<file path="src/design/sliding_window_median_macros.svh">
// ------------------------------------------------------------------------
// Sliding window median: assertion macros
// Shared concurrent assertion forms, clocked on clk and held off in reset.
// ------------------------------------------------------------------------
`ifndef SLIDING_WINDOW_MEDIAN_MACROS_SVH
`define SLIDING_WINDOW_MEDIAN_MACROS_SVH

// same-cycle implication
`define SWM_ASSERT_NOW(lbl, ante, cons, msg) \
	lbl: assert property (@(posedge clk) disable iff (!arst_n) (ante) |-> (cons)) \
		else $error(msg);

// next-cycle implication
`define SWM_ASSERT_NEXT(lbl, ante, cons, msg) \
	lbl: assert property (@(posedge clk) disable iff (!arst_n) (ante) |=> (cons)) \
		else $error(msg);

`endif

</file>
<file path="src/design/swm_pkg.sv">
// ------------------------------------------------------------------------
// Sliding window median: package
// Sample type, defaults and the word types passed along the cell row.
// ------------------------------------------------------------------------
package swm_pkg;

	localparam int SAMPLE_W   = 32;
	localparam int WINDOW_DEF = 16;

	typedef logic signed [SAMPLE_W-1:0] sample_t;

	// cell contents as seen by its left neighbor
	typedef struct packed {
		logic    valid;
		logic    gx;      // entry is above the new sample (or empty)
		sample_t value;
	} swm_raw_t;

	// cell contents after the oldest sample is dropped, seen by its right neighbor
	typedef struct packed {
		logic    valid;
		logic    gx;
		sample_t value;
	} swm_fwd_t;

endpackage

</file>
<file path="src/design/swm_cell.sv">
// ------------------------------------------------------------------------
// Sliding window median: sorted cell
// One entry of the sorted window; drops the oldest and inserts the new
// sample using only its own and its neighbors' contents.
// ------------------------------------------------------------------------
module swm_cell import swm_pkg::*; (
	input  logic     clk,
	input  logic     arst_n,
	input  logic     upd,
	input  logic     full,
	input  sample_t  x,
	input  sample_t  oldest,
	input  swm_fwd_t left,
	input  swm_raw_t right,
	output swm_raw_t own,
	output swm_fwd_t fwd
);

	logic    valid_q;
	sample_t value_q;
	logic    below_del;
	logic    next_valid;
	sample_t next_value;

	always_comb begin
		own.valid = valid_q;
		own.value = value_q;
		own.gx    = !valid_q || (value_q > x);

		// entries below the first copy of the oldest sample keep their place
		below_del = !full || (valid_q && (value_q < oldest));

		fwd = below_del ? own : right;

		// own or right neighbor's entry, new sample, or left neighbor's entry
		if (!fwd.gx) begin
			next_valid = fwd.valid;
			next_value = fwd.value;
		end else if (!left.gx) begin
			next_valid = 1'b1;
			next_value = x;
		end else begin
			next_valid = left.valid;
			next_value = left.value;
		end
	end

	always_ff @(posedge clk or negedge arst_n) begin
		if (!arst_n) begin
			valid_q <= 1'b0;
		end else if (upd) begin
			valid_q <= next_valid;
		end
	end

	always_ff @(posedge clk) begin
		if (upd) begin
			value_q <= next_value;
		end
	end

endmodule

</file>
<file path="config.mk">
export PLATFORM = sky130hd
export DESIGN_NAME = swm_cell
export DESIGN_NICKNAME = d
export VERILOG_FILES = /design/src/design/sliding_window_median_macros.svh /design/src/design/swm_pkg.sv /design/src/design/swm_cell.sv
export SDC_FILE = /design/constraint.sdc
export NUM_CORES = 1
export LEC_CHECK = 0
export BUFFER_PORTS_ARGS = -buffer_cell sky130_fd_sc_hd__clkbuf_2
export CAP_MARGIN = 0
export CORE_ASPECT_RATIO = 0.6
export CORE_MARGIN = 4
export CORE_UTILIZATION = 44
export DETAILED_ROUTE_END_ITERATION = 16
export PLACE_DENSITY_LB_ADDON = 0.2
export SLEW_MARGIN = 20
export SYNTH_ARGS = -nofsm -noshare
export SYNTH_HDL_FRONTEND = slang
export SYNTH_SLANG_ARGS = --single-unit
</file>
<file path="constraint.sdc">
create_clock -name clk -period 2.7 [get_ports clk]
set_input_delay 0.135 -clock clk [delete_from_list [all_inputs] [get_ports clk]]
set_output_delay 0.135 -clock clk [all_outputs]
set_load 0.005 [all_outputs]
</file>
==> Flow_metrics.wiki <==
{| class="wikitable"
! Metric !! Value
|-
| Mean Syn Cell Area || 8.63 um2
|-
| Gr ovfl total || 0
|-
| Total cell area at the placement stage || around 5900 um2
|-
| Insertion delay of the later-clocked pin in the worst-skew pair || about 280 ps
|-
| Slew at the pin with the worst max-slew slack || just under 1000 ps
|-
| Total routing usage reported by global routing || approximately 27%
|-
| Commonest non-fill, non-tap cells in the layout || clkbuf_2 (203), inv_1 (68), buf_4 (65)
|-
| Standard-cell rows || 28
|-
| Final total negative setup slack || -19750 ps
|-
| Vias in the first global route || 5173
|-
| DRC Markers || 0
|-
| Design Area, Final || slightly below 7000 um2
|-
| Synthesized cell area || around 4500 um2
|-
| Setup slack at placement || -189 ps
|-
| Portion of the post-synthesis area used by sequential elements || 21.9%
|-
| Number of cells produced by synthesis || ~520
|-
| Final Routed Wirelength || approximately 17 mm
|-
| Ys async rst share || between 3 and 4%
|-
| Reg-to-reg slack, setup || -340 ps
|-
| Static leakage || roughly 3.6 nW
|-
| Drt first-iter violations || about 350
|-
| Clock tree from TritonCTS || yes
|-
| Total of max-cap violations || 0
|-
| Sequential power share || roughly 22%
|-
| Depth of the most critical reg-to-reg path || 13
|-
| Drt first pass iters || 4
|-
| Max-slew violation count || 0
|-
| Total of buffers placed on input and output ports || 203
|-
| I/O pin count || between 200 and 250
|-
| Routed len/inst || 18.3 um
|-
| Top flip-flop cell by instance count after synthesis || edfxtp_1
|-
| Number of antenna violations at the first check in global routing || 0
|-
| Die width || approximately 140 um
|-
| Clock Skews || ~5.0 ps
|-
| P&R area growth vs syn || 53.7%
|-
| Distinct cells, synth || 42
|-
| Data arrival time of the worst path || between 2000 and 3000 ps
|-
| Required time at the worst-slack endpoint || between 2000 and 3000 ps
|-
| Power, Total || roughly 3.7 mW
|-
| Count of clock tree sinks || 33
|-
| Placeable core area || between 9000 and 10000 um2
|-
| Global-route wire length before repair || around 26 mm
|-
| Leading cell type in the layout, fill and taps excluded || clkbuf_2
|-
| Cell internal power dissipation || 2.27 mW
|-
| Largest buffer count on any clock path || 2
|-
| Setup-violating endpoint count in the final report || 68
|-
| Capture point of the worst reg-to-reg path || value_q[6]
|-
| Final setup slack of the worst path || -364 ps
|-
| Die Area || around 12000 um2
|-
| Global placement routability congestion || 0.896
|-
| Total number of vias || between 5000 and 6000
|-
| Share of final-layout standard cells stronger than drive strength 1 || between 50% and 60%
|-
| Hold violation count in the final report || 0
|-
| CP Launch Type || register
|-
| CP Max Fanout || 11
|-
| Overall die height || roughly 86 um
|-
| Pin count of the biggest net entering global routing || 43
|-
| Register bit count reported by yosys || 33
|-
| Maximum vdd ir drop || approximately 320 uV
|-
| Switch share || a little under two fifths
|-
| Power share of the combinational group || a little over three fifths
|-
| Post-detail-place hpwl || roughly 12 mm
|-
| Clock Root Buffer || clkbuf_16
|-
| Yosys warning count || 0
|-
| Unrepaired setup endpoints after global routing || true
|-
| Number of enable-type register cells in the synthesized netlist || 32
|-
| Worst hold path class || in -> async
|-
| Switching pwr || around 1.4 mW
|-
| Avg Vias per Cell || around 5.5
|-
| Clock slew seen by the registers of the worst setup and hold paths || 60 ps
|-
| Violated checks || negative setup slack
|-
| Net count reported at finish || 989
|-
| Total power density per cell area || 527 nW/um2
|-
| Depth of the CTS H-tree || 2
|-
| Number of nets with antenna violations after detailed routing || 0
|-
| Period utilisation layout || 113%
|-
| Critical path class || reg -> out
|-
| Inserted Clock Buffers || 5
|-
| Status || finished with violations
|-
| Fmax || roughly 330 MHz
|-
| Final core utilization || a little over two thirds
|-
| CP Capture Type || primary output
|-
| Part of the total power dissipated in the clock network || between 15 and 20%
|-
| Min Tclk post-route || 3060 ps
|-
| Number of inserted diodes || 0
|-
| Headroom to the max-slew limit || 34.2%
|-
| Starting Density || a little under half
|-
| Number of nets produced by synthesis || ~720
|-
| Launch instance of the worst register-to-register path || value_q[27]
|}
[routing by layer]
metal	share of wire (%)	wire, um	GRT usage, %
met1	45	7630	37.4
met2	44	7370	42.5
met3	9.6	1620	6.28
met4	1.7	294	6.66
met5	0	0	0
[what timing repair did]
| action | CTS | global route |
|---|---|---|
| endpoints found under the hold margin | 1 | 0 |
| cloned | 8 | 1 |
| endpoints found under the setup margin | 68 | 68 |
| resized for setup | 41 | 25 |
| setup buffers | 25 | 4 |
| hold buffers | 1 | 0 |
| pin swaps | 16 | 8 |
[flip-flops by register name, indices dropped and copies added, names as in the netlist]
signal,flops
value_q,32
valid_q,1
[power by group through the flow]
stage / Combinational [mW] / Clock (mW) / Sequential, mW
after detailed placement: 1.74 / 0 / 0.800
after floorplan: 1.00 / 0 / 0.807
final: 2.30 / 0.563 / 0.791
after global placement: 1.69 / 0 / 0.794
after global routing: 2.50 / 0.597 / 0.801
after CTS: 2.18 / 0.567 / 0.787
[how the worst max path moves through the flow]
stage / slack, ps / from / to
after global routing: -490 / value_q[27] / fwd[28]
after CTS: -330 / value_q[25] / fwd[29]
after floorplan: 100 / value_q[30] / value_q[23]
final: -360 / value_q[27] / fwd[28]
after global placement: -240 / value_q[11] / value_q[9]
after detailed placement: -190 / value_q[31] / valid_q
[logic make-up (layout without fill, tap and decap cells)]
family                   count (synthesis)  in the layout  share of synthesized area, %
flip-flops                              33             33                          21.9
adder cells (fa/ha/maj)                 63             63                          17.5
AND/OR/NAND/NOR                        143            143                          15.9
buffers and inverters                   98            366                          9.60
multiplexers                            67             67                          15.8
AO/OA/AOI/OAI                          119            119                          19.4
[critical path, cell delays in order (launching register included)]
cell and delay, ps:
edfxtp_1 440, ha_4 310, nand4_1 180, buf_4 210, nor4_4 260, buf_4 150, nor4b_4 240, o311ai_4 120
buf_6 160, buf_12 150, mux2_2 290, clkbuf_2 120
[through the flow]
stage          instances  hold slack [ps]
2_1_floorplan        523             -161
3_3_place_gp         879            -88.2
3_5_place_dp         879            -87.3
4_1_cts              921              172
5_1_grt              926              188
6_report             926              168
[Yosys cell counts, types with 2 or more instances]
master	n	share of area, %
mux2i_1	33	7.3
o31ai_1	3	0.50
nand2_1	45	3.7
a21boi_0	2	0.33
nor3_1	2	0.22
buf_4	5	0.83
a21oi_1	26	2.9
nor4_1	2	0.28
nand3_1	5	0.55
a31o_1	31	6.0
mux2_2	34	8.5
or2_2	31	4.3
a21o_1	3	0.50
nand4_1	14	1.9
buf_2	7	0.78
inv_1	68	5.7
clkbuf_1	13	1.1
buf_6	5	1.2
a211oi_1	33	5.5
edfxtp_1	32	21
a221oi_1	3	0.58
nor2_1	35	2.9
o21ai_0	10	1.1
ha_1	63	17
[final cells by class]
type	count	area (um2)
clock inverters	3	12.5
multi-input cells	392	3440
well taps	135	169
inverters	68	255
flip-flops and latches	33	986
repair buffers	290	1950
clock buffers	5	125
fillers	773	2980
No activity file was read; power rests on OpenSTA's default activity.
