[config.mk]
export PLATFORM = sky130hd
export DESIGN_NAME = swm_ram
export DESIGN_NICKNAME = d
export VERILOG_FILES = /design/src/design/sliding_window_median_macros.svh /design/src/design/swm_ram.sv
export SDC_FILE = /design/constraint.sdc
export NUM_CORES = 1
export LEC_CHECK = 0
export BUFFER_PORTS_ARGS = -buffer_cell sky130_fd_sc_hd__buf_4
export CAP_MARGIN = 20
export CORE_UTILIZATION = 50
export CTS_BUF_LIST = sky130_fd_sc_hd__clkbuf_2
export DETAILED_ROUTE_END_ITERATION = 7
export HOLD_SLACK_MARGIN = 0.02
export PLACE_DENSITY_LB_ADDON = 0.2
export SYNTH_ARGS = -nofsm -noshare
export SYNTH_HDL_FRONTEND = slang
export SYNTH_SLANG_ARGS = --single-unit
[constraint.sdc]
create_clock -name clk -period 4.1 [get_ports clk]
set_input_delay 0.615 -clock clk [delete_from_list [all_inputs] [get_ports clk]]
set_output_delay 0.615 -clock clk [all_outputs]
set_load 0.02 [all_outputs]
[src/design/sliding_window_median_macros.svh]
// ------------------------------------------------------------------------
// Sliding window median: assertion macros
// Shared concurrent assertion forms, clocked on clk and held off in reset.
// ------------------------------------------------------------------------
`ifndef SLIDING_WINDOW_MEDIAN_MACROS_SVH
`define SLIDING_WINDOW_MEDIAN_MACROS_SVH

// same-cycle implication
`define SWM_ASSERT_NOW(lbl, ante, cons, msg) \
	lbl: assert property (@(posedge clk) disable iff (!arst_n) (ante) |-> (cons)) \
		else $error(msg);

// next-cycle implication
`define SWM_ASSERT_NEXT(lbl, ante, cons, msg) \
	lbl: assert property (@(posedge clk) disable iff (!arst_n) (ante) |=> (cons)) \
		else $error(msg);

`endif

[src/design/swm_ram.sv]
// ------------------------------------------------------------------------
// Sliding window median: generic RAM
// One write port, one read port with registered, read-first data.
// ------------------------------------------------------------------------
module swm_ram #(
	parameter int WIDTH = 32,
	parameter int DEPTH = 16
) (
	input  logic                     clk,
	input  logic                     we,
	input  logic [$clog2(DEPTH)-1:0] waddr,
	input  logic [WIDTH-1:0]         wdata,
	input  logic                     re,
	input  logic [$clog2(DEPTH)-1:0] raddr,
	output logic [WIDTH-1:0]         rdata
);

	logic [WIDTH-1:0] mem_q [DEPTH];
	logic [WIDTH-1:0] rdata_q;

	always_ff @(posedge clk) begin
		if (re) begin
			rdata_q <= mem_q[raddr];
		end
		if (we) begin
			mem_q[waddr] <= wdata;
		end
	end

	assign rdata = rdata_q;

endmodule

==> run metrics, run 1 <==
outcome=finished clean; initial antenna violation count=2; DR WL/cell=24.9 um; DP HPWL=22900 um; Cells after Synth=838; P_leak=7.72 nW; clock sinks=544; RSZ-0062 raised after global routing=no; crit share post-route=0.550; CP startpoint kind=flop; global-route wire length before repair=63500 um; Vias/cell=roughly 5.7; Clock Pin Slew Worst Setup and Hold Paths=100 ps; Die H=203 um; CP endpoint kind=output port; Root Buffer=clkbuf_2; synth-to-layout area growth=14.8%; overall routed net length=42300 um; R2R Path End=rdata[10]; DIE WIDTH=203 um; total CTS buffers=between 100 and 150; maximum clock frequency=444 MHz; Worst Path Required=3480 ps; buffer count from post-CTS setup fixing=0; Worst slew margin=0.337; Synth Register Bits=~540; drt drc=0; final slew viol count=0; reg2reg setup slack=2570 ps; Final WS setup=1850 ps; Avg Inst Size Synth=24.1 um2; RR Startpoint=mem_q[1][10]; post-CTS sizing=0; fin area=0.0232 mm2; H-tree levels=4; most frequent cells in the layout=544 x edfxtp_1, 194 x clkbuf_2, 128 x mux4_2; Slowest-stage cell, CP=edfxtp_1; CP Class=reg -> out; Final Hold Fails=0; Hold Crit Depth=3; setup violators final=0; Max VDD drop=265 uV; Pwr Density=450 mW/mm2; clk_skew=around 64 ps; Top delay family on crit path=flip-flops; Fin Setup TNS=0 ps; GP Congestion=0.741; PortBufs=74; CP peak stage delay=between 400 and 500 ps; post-placement setup slack=1380 ps; layout cell share with drive strength beyond 1=0.402; largest net degree at the start of global routing=44; Max-Cap Viols=0; via count=~9600; Ys Warns=0; most common cell after layout, fill and taps aside=edfxtp_1; critical path arrival=1640 ps; core area=0.0397 mm2; crit-path cells=buf_4; library cells used by synthesis=17; worst r2r path cells=3; Overall Global Routing Usage=0.216; I/O pin total=75; Antenna Nets Post-Route=0; CP Buf/Inv Count=1; drt first pass iters=5; CP max FO=1; Skew-Pair Late Insertion Delay=approximately 1000 ps; Yosys top cell by area=edfxtp_1; TritonCTS clock tree=yes; post-synth top area share=0.810; Starting Density=0.508; vias in the first global route=a little over 10000; Post-Syn Area=0.0202 mm2; sink of the worst hold path=mem_q[0][7]; full die area=0.0412 mm2; remaining global-route overflow=0; syn_nets=between 800 and 900; Crit. Startpoint=rdata[15]; placed inst area=0.0216 mm2; Total Nets Final=1122; Hold WC Path Type=in -> reg; Rows=73; post-layout minimum cycle time=2250 ps; Hold Startpoint=waddr[0]; initial DRC count=817; top cells by area, synth=edfxtp_1 81%, mux4_2 14%, a22oi_1 2.4%; worst-case clock buffer depth=3; part of the Yosys area used for sequential elements=0.810; Worst-Margin Slew=992 ps
-- worst max path at each step --
stage               slack, ps           end  depth (start not counted)
global placement         1410  mem_q[2][19]                          4
floorplan                 310   mem_q[0][0]                          2
detailed placement       1380  mem_q[2][19]                          4
global route             1710     rdata[18]                          1
CTS                      1720     rdata[18]                          1
finish                   1850     rdata[15]                          1
-- kinds of logic after synthesis --
kind of cell	share of synthesized area
buffers and inverters	0.0110
AND/OR/NAND/NOR	0.0125
multiplexers	0.143
AO/OA/AOI/OAI	0.0238
flip-flops	0.810
-- routing by layer --
layer	vias up	part of all wire	GRT usage	routed length, um
met5	-	0	0	0
met4	0	0.019	0.0776	804
met3	74	0.065	0.0496	2750
met2	374	0.49	0.341	20900
met1	4995	0.42	0.297	17800
li1	4182	-	-	-
-- what timing repair did --
item,CTS,global route
hold buffers,32,0
hold endpoints to repair,512,0
endpoints found under the setup margin,0,0
-- cell type report --
class | count | area (um2)
Antenna cell | 2 | 5.00
Clock buffer | 194 | 971
Clock inverter | 39 | 235
Fill cell | 2929 | 16600
Multi-Input combinational cell | 251 | 3750
Sequential cell | 544 | 16300
Tap cell | 525 | 657
Timing Repair Buffer | 144 | 1200
-- cells in the mapped netlist (all sizes together) --
master  count
edfxtp    544
mux4      128
a22oi      64
nand2      33
buf        26
clkbuf     17
nor2       13
nor3        4
nand2b      2
nand3b      2
nor2b       2
and2        1
nand3       1
or3b        1
-- through the flow --
stage                     cells  hold slack, ps   util  total power [W]
after floorplan             838             710      -          0.00674
after CTS                  1697            60.8  0.583           0.0106
after global placement     1432             724  0.544          0.00701
after global routing       1699            75.9  0.583           0.0109
final                      1699             172  0.583           0.0104
after detailed placement   1432             735  0.544          0.00702
-- power by group --
group	internal, W	total, W	switching [W]
combinational	0.000267	0.000617	0.000350
sequential	0.00626	0.00629	0.0000343
clock	0.00146	0.00352	0.00207
-- sequential cells by signal (all words and copies together) (netlist names) --
name,count
mem_q,512
rdata,32
Power figures use the tool's default switching activity.
==> run 2, diff against run 1 <==
- clock period: 4.1 -> 2.08 ns (I/O delays scaled with it)
==> run metrics, run 2 (same netlist as run 1, synthesis figures left out) <==
outcome=finished clean; WL met1=18800 um; initial antenna violation count=2; Hold WC Path Type=in -> reg; placed inst area=0.0220 mm2; Final Hold Fails=0; CP Buf/Inv Count=4; P_leak=7.91 nW; PortBufs=74; crit-path cells=dlygate4sd3_1 -> buf_4 -> nor2b_4 -> dlygate4sd3_1 -> a22oi_1 -> nand2_1 -> dlygate4sd3_1; Slowest-stage cell, CP=dlygate4sd3_1; global-route wire length before repair=64600 um; DP HPWL=20800 um; worst-case clock buffer depth=3; core area=0.0397 mm2; most frequent cells in the layout=544 x edfxtp_1, 197 x clkbuf_2, 128 x mux4_2; max reg flops=512; Top delay family on crit path=buffers and inverters; Util after Layout=0.597; Crit. Startpoint=raddr[2]; setup violators final=0; Skew-Pair Late Insertion Delay=1010 ps; Max VDD drop=400 uV; total CTS buffers=140; Hold Startpoint=wdata[26]; metal3 WL=2230 um; Clock Pin Slew Worst Setup and Hold Paths=100 ps; layout cell share with drive strength beyond 1=0.394; maximum clock frequency=494 MHz; Hold Crit Depth=2; clock sinks=between 500 and 600; crit share post-route=0.974; via count=9765; Total Nets Final=1149; final slew viol count=0; Starting Density=0.508; WP depth=7; I/O pin total=75; Fin Setup TNS=0 ps; Antenna Nets Post-Route=0; Critical Path Most Common Cell=dlygate4sd3_1; RSZ-0062 raised after global routing=no; Worst slew margin=0.456; FILL cells=2940; met2 wire len=21700 um; CP max FO=7; H-tree levels=4; max layer used=met4; largest net degree at the start of global routing=50; Vias/cell=between 5 and 6; Die H=203 um; remaining global-route overflow=0; drt first pass iters=8; Max-Cap Viols=0; overall routed net length=43500 um; post-layout minimum cycle time=between 2000 and 2500 ps; Reg with most FFs=mem_q; worst r2r path cells=4; clk_skew=35.1 ps; CP peak stage delay=780 ps; buffer count from post-CTS setup fixing=0; most common cell after layout, fill and taps aside=edfxtp_1; DIE WIDTH=between 200 and 250 um; fin area=0.0237 mm2; Worst-Margin Slew=slightly above 800 ps; Pwr Density=869 mW/mm2; CP startpoint kind=primary input; Rows=73; DR WL/cell=25.3 um; Overall Global Routing Usage=0.222; hold slack=roughly 150 ps; initial DRC count=834; CP endpoint kind=flop; TritonCTS clock tree=yes; GP Congestion=0.708; critical path arrival=2880 ps; full die area=0.0412 mm2; CP Class=in -> reg; Worst Path Required=a little under 3000 ps; Root Buffer=clkbuf_2; synth-to-layout area growth=17.6%; RR Startpoint=mem_q[11][24]; drt drc=0; vias in the first global route=roughly 10000
[run 2: area by class of cell]
cell class	count	area, um2	area share
sequential	544	16300	0.689
multi-input combinational	251	3770	0.159
timing repair buffer	169	1750	0.0737
clock buffer	197	986	0.0416
tap	525	657	0.0277
clock inverter	35	213	0.00897
antenna	2	5.00	0.000211
[run 2: metrics by stage]
| stage | power, W | instances | setup WS [ps] |
|---|---|---|---|
| final | 0.0206 | 1723 | 54.0 |
| after global routing | 0.0215 | 1723 | 10.1 |
| after CTS | 0.0208 | 1722 | 2.61 |
| after detailed placement | 0.0139 | 1436 | 136 |
| after global placement | 0.0139 | 1436 | 140 |
| after floorplan | 0.0133 | 838 | -260 |
[run 2: layer usage]
| metal | vias up | global-route usage |
|---|---|---|
| met3 | 59 | 0.0433 |
| met2 | 333 | 0.353 |
| met5 | - | 0 |
| met1 | 5154 | 0.308 |
| met4 | 0 | 0.0816 |
| li1 | 4219 | - |
[run 2: repair_timing]
item	in CTS	in global routing
setup endpoints to repair	1	3
hold buffers	54	0
resized for setup	1	0
endpoints found under the hold margin	715	0
gates cloned	0	0
[run 2: where the power goes]
part           switching [W]  leakage, nW  internal (W)  total (W)
registers          0.0000786         4.94        0.0123     0.0124
clock network        0.00400        0.926       0.00289    0.00689
logic               0.000708         2.04      0.000600    0.00131
[run 2: path summary, 6_finish.rpt]
kind | end | slack, ps
max | rdata[24] | 50
min | mem_q[10][26] | 150
max reg2reg | rdata[24] | 100
min reg2reg | rdata[20] | 740
==> run 3, diff against run 2 <==
- CORE_MARGIN: not set -> 2
- REMOVE_ABC_BUFFERS: not set -> 1
==> run metrics, run 3 (same netlist as run 1, synthesis figures left out) <==
Design Power=about 0.021 W; initial DRC count=901; outcome=finished clean; placed inst area=0.0219 mm2; Hold WC Path Type=in -> reg; TritonCTS clock tree=yes; Reg with most FFs=mem_q; Worst slew margin=0.399; max reg flops=around 510; Vias/cell=5.66; PortBufs=74; via count=roughly 10000; global-route wire length before repair=64000 um; Clock Pin Slew Worst Setup and Hold Paths=100 ps; crit share post-route=0.969; CP Class=in -> reg; critical path arrival=2630 ps; initial antenna violation count=2; Starting Density=0.507; Root Buffer=clkbuf_2; post-layout minimum cycle time=2020 ps; overall routed net length=between 40000 and 50000 um; I/O pin total=75; Total Nets Final=about 1100; CP startpoint kind=primary input; Worst-Margin Slew=about 900 ps; H-tree levels=4; Max-Cap Viols=0; Non-Filler Instances=1718; vias in the first global route=10330; DIE WIDTH=about 200 um; Fin Setup TNS=0 ps; multi-input logic area=0.00375 mm2; remaining global-route overflow=0; fin area=~0.024 mm2; Worst Path Required=2700 ps; largest net degree at the start of global routing=51; buffer count from post-CTS setup fixing=0; drt first pass iters=5; FILL cells=approximately 3000; Die H=205 um; GP Congestion=0.690; clk_skew=54.5 ps; Max VDD drop=499 uV; Skew-Pair Late Insertion Delay=1010 ps; most frequent cells in the layout=544 x edfxtp_1, 198 x clkbuf_2, 128 x mux4_2; Rows=73; clock sinks=544; maximum clock frequency=approximately 500 MHz; hold slack=156 ps; most common cell after layout, fill and taps aside=edfxtp_1; worst-case clock buffer depth=3; DR WL/cell=about 25 um; layout cell share with drive strength beyond 1=0.398; core area=around 0.040 mm2; Overall Global Routing Usage=0.215; synth-to-layout area growth=17.2%; Antenna Nets Post-Route=0; total CTS buffers=about 140; CP max FO=32; setup violators final=0; full die area=about 0.042 mm2; placed cells=1430; final slew viol count=0; Pwr Density=879 mW/mm2; Final Hold Fails=0; DP HPWL=20800 um; drt drc=0; RSZ-0062 raised after global routing=yes; P_leak=between 7 and 8 nW; FF+latch area=roughly 0.016 mm2; CP endpoint kind=flop
## run 3: cell count changes in the layout (fill, tap and decap cells not counted), sizes merged
cell and change:
buf -6, bufinv +1, clkbuf +1, clkinv -4
clkinvlp +3, dlygate4sd3 -2, inv +2
## run 3: worst max-delay path, cell delays in order
cell and delay, ps:
dlygate4sd3_1 540, buf_4 150, or3b_2 580, nor3_2 130, dlygate4sd3_1 620, buf_12 270
## run 3: timing repair
action,in CTS,in global routing
cloned,0,0
setup endpoints to repair,1,2
resized for setup,1,1
hold endpoints to repair,771,0
hold buffers,51,0
## run 3: final cells by class
| type | instances | area share |
|---|---|---|
| Sequential cell | 544 | 0.691 |
| Tap cell | 525 | 0.0278 |
| Clock inverter | 37 | 0.0112 |
| Multi-Input combinational cell | 251 | 0.159 |
| Timing Repair Buffer | 161 | 0.0698 |
| Antenna cell | 2 | 0.000212 |
| Clock buffer | 198 | 0.0419 |
## run 3: where the power goes
part	switching (W)	internal [W]
registers	0.0000696	0.0123
clock network	0.00405	0.00304
logic	0.000705	0.000580
total	0.00483	0.0160
## run 3: metrics by stage
step	worst slack [ps]	utilization
CTS	-5.16	0.594
global placement	122	0.549
detailed placement	102	0.549
global route	-26.4	0.594
finish	64.3	0.594
floorplan	-1410	-
## run 3: final timing paths
kind                       from             to  slack [ps]  cells past startpoint
setup / recovery       waddr[2]   mem_q[0][18]          60                      6
hold / removal        wdata[13]  mem_q[15][13]         160                      2
setup reg to reg  mem_q[11][26]      rdata[26]         590                      3
hold reg to reg    mem_q[5][20]      rdata[20]         730                      3
## run 3: routing by layer
metal	vias up	track usage	part of all wire	routed length [um]
met5	-	0	0	0
met2	348	0.355	0.51	21800
met3	48	0.0487	0.065	2780
met1	5105	0.292	0.42	18000
met4	0	0.0614	0.013	545
li1	4218	-	-	-
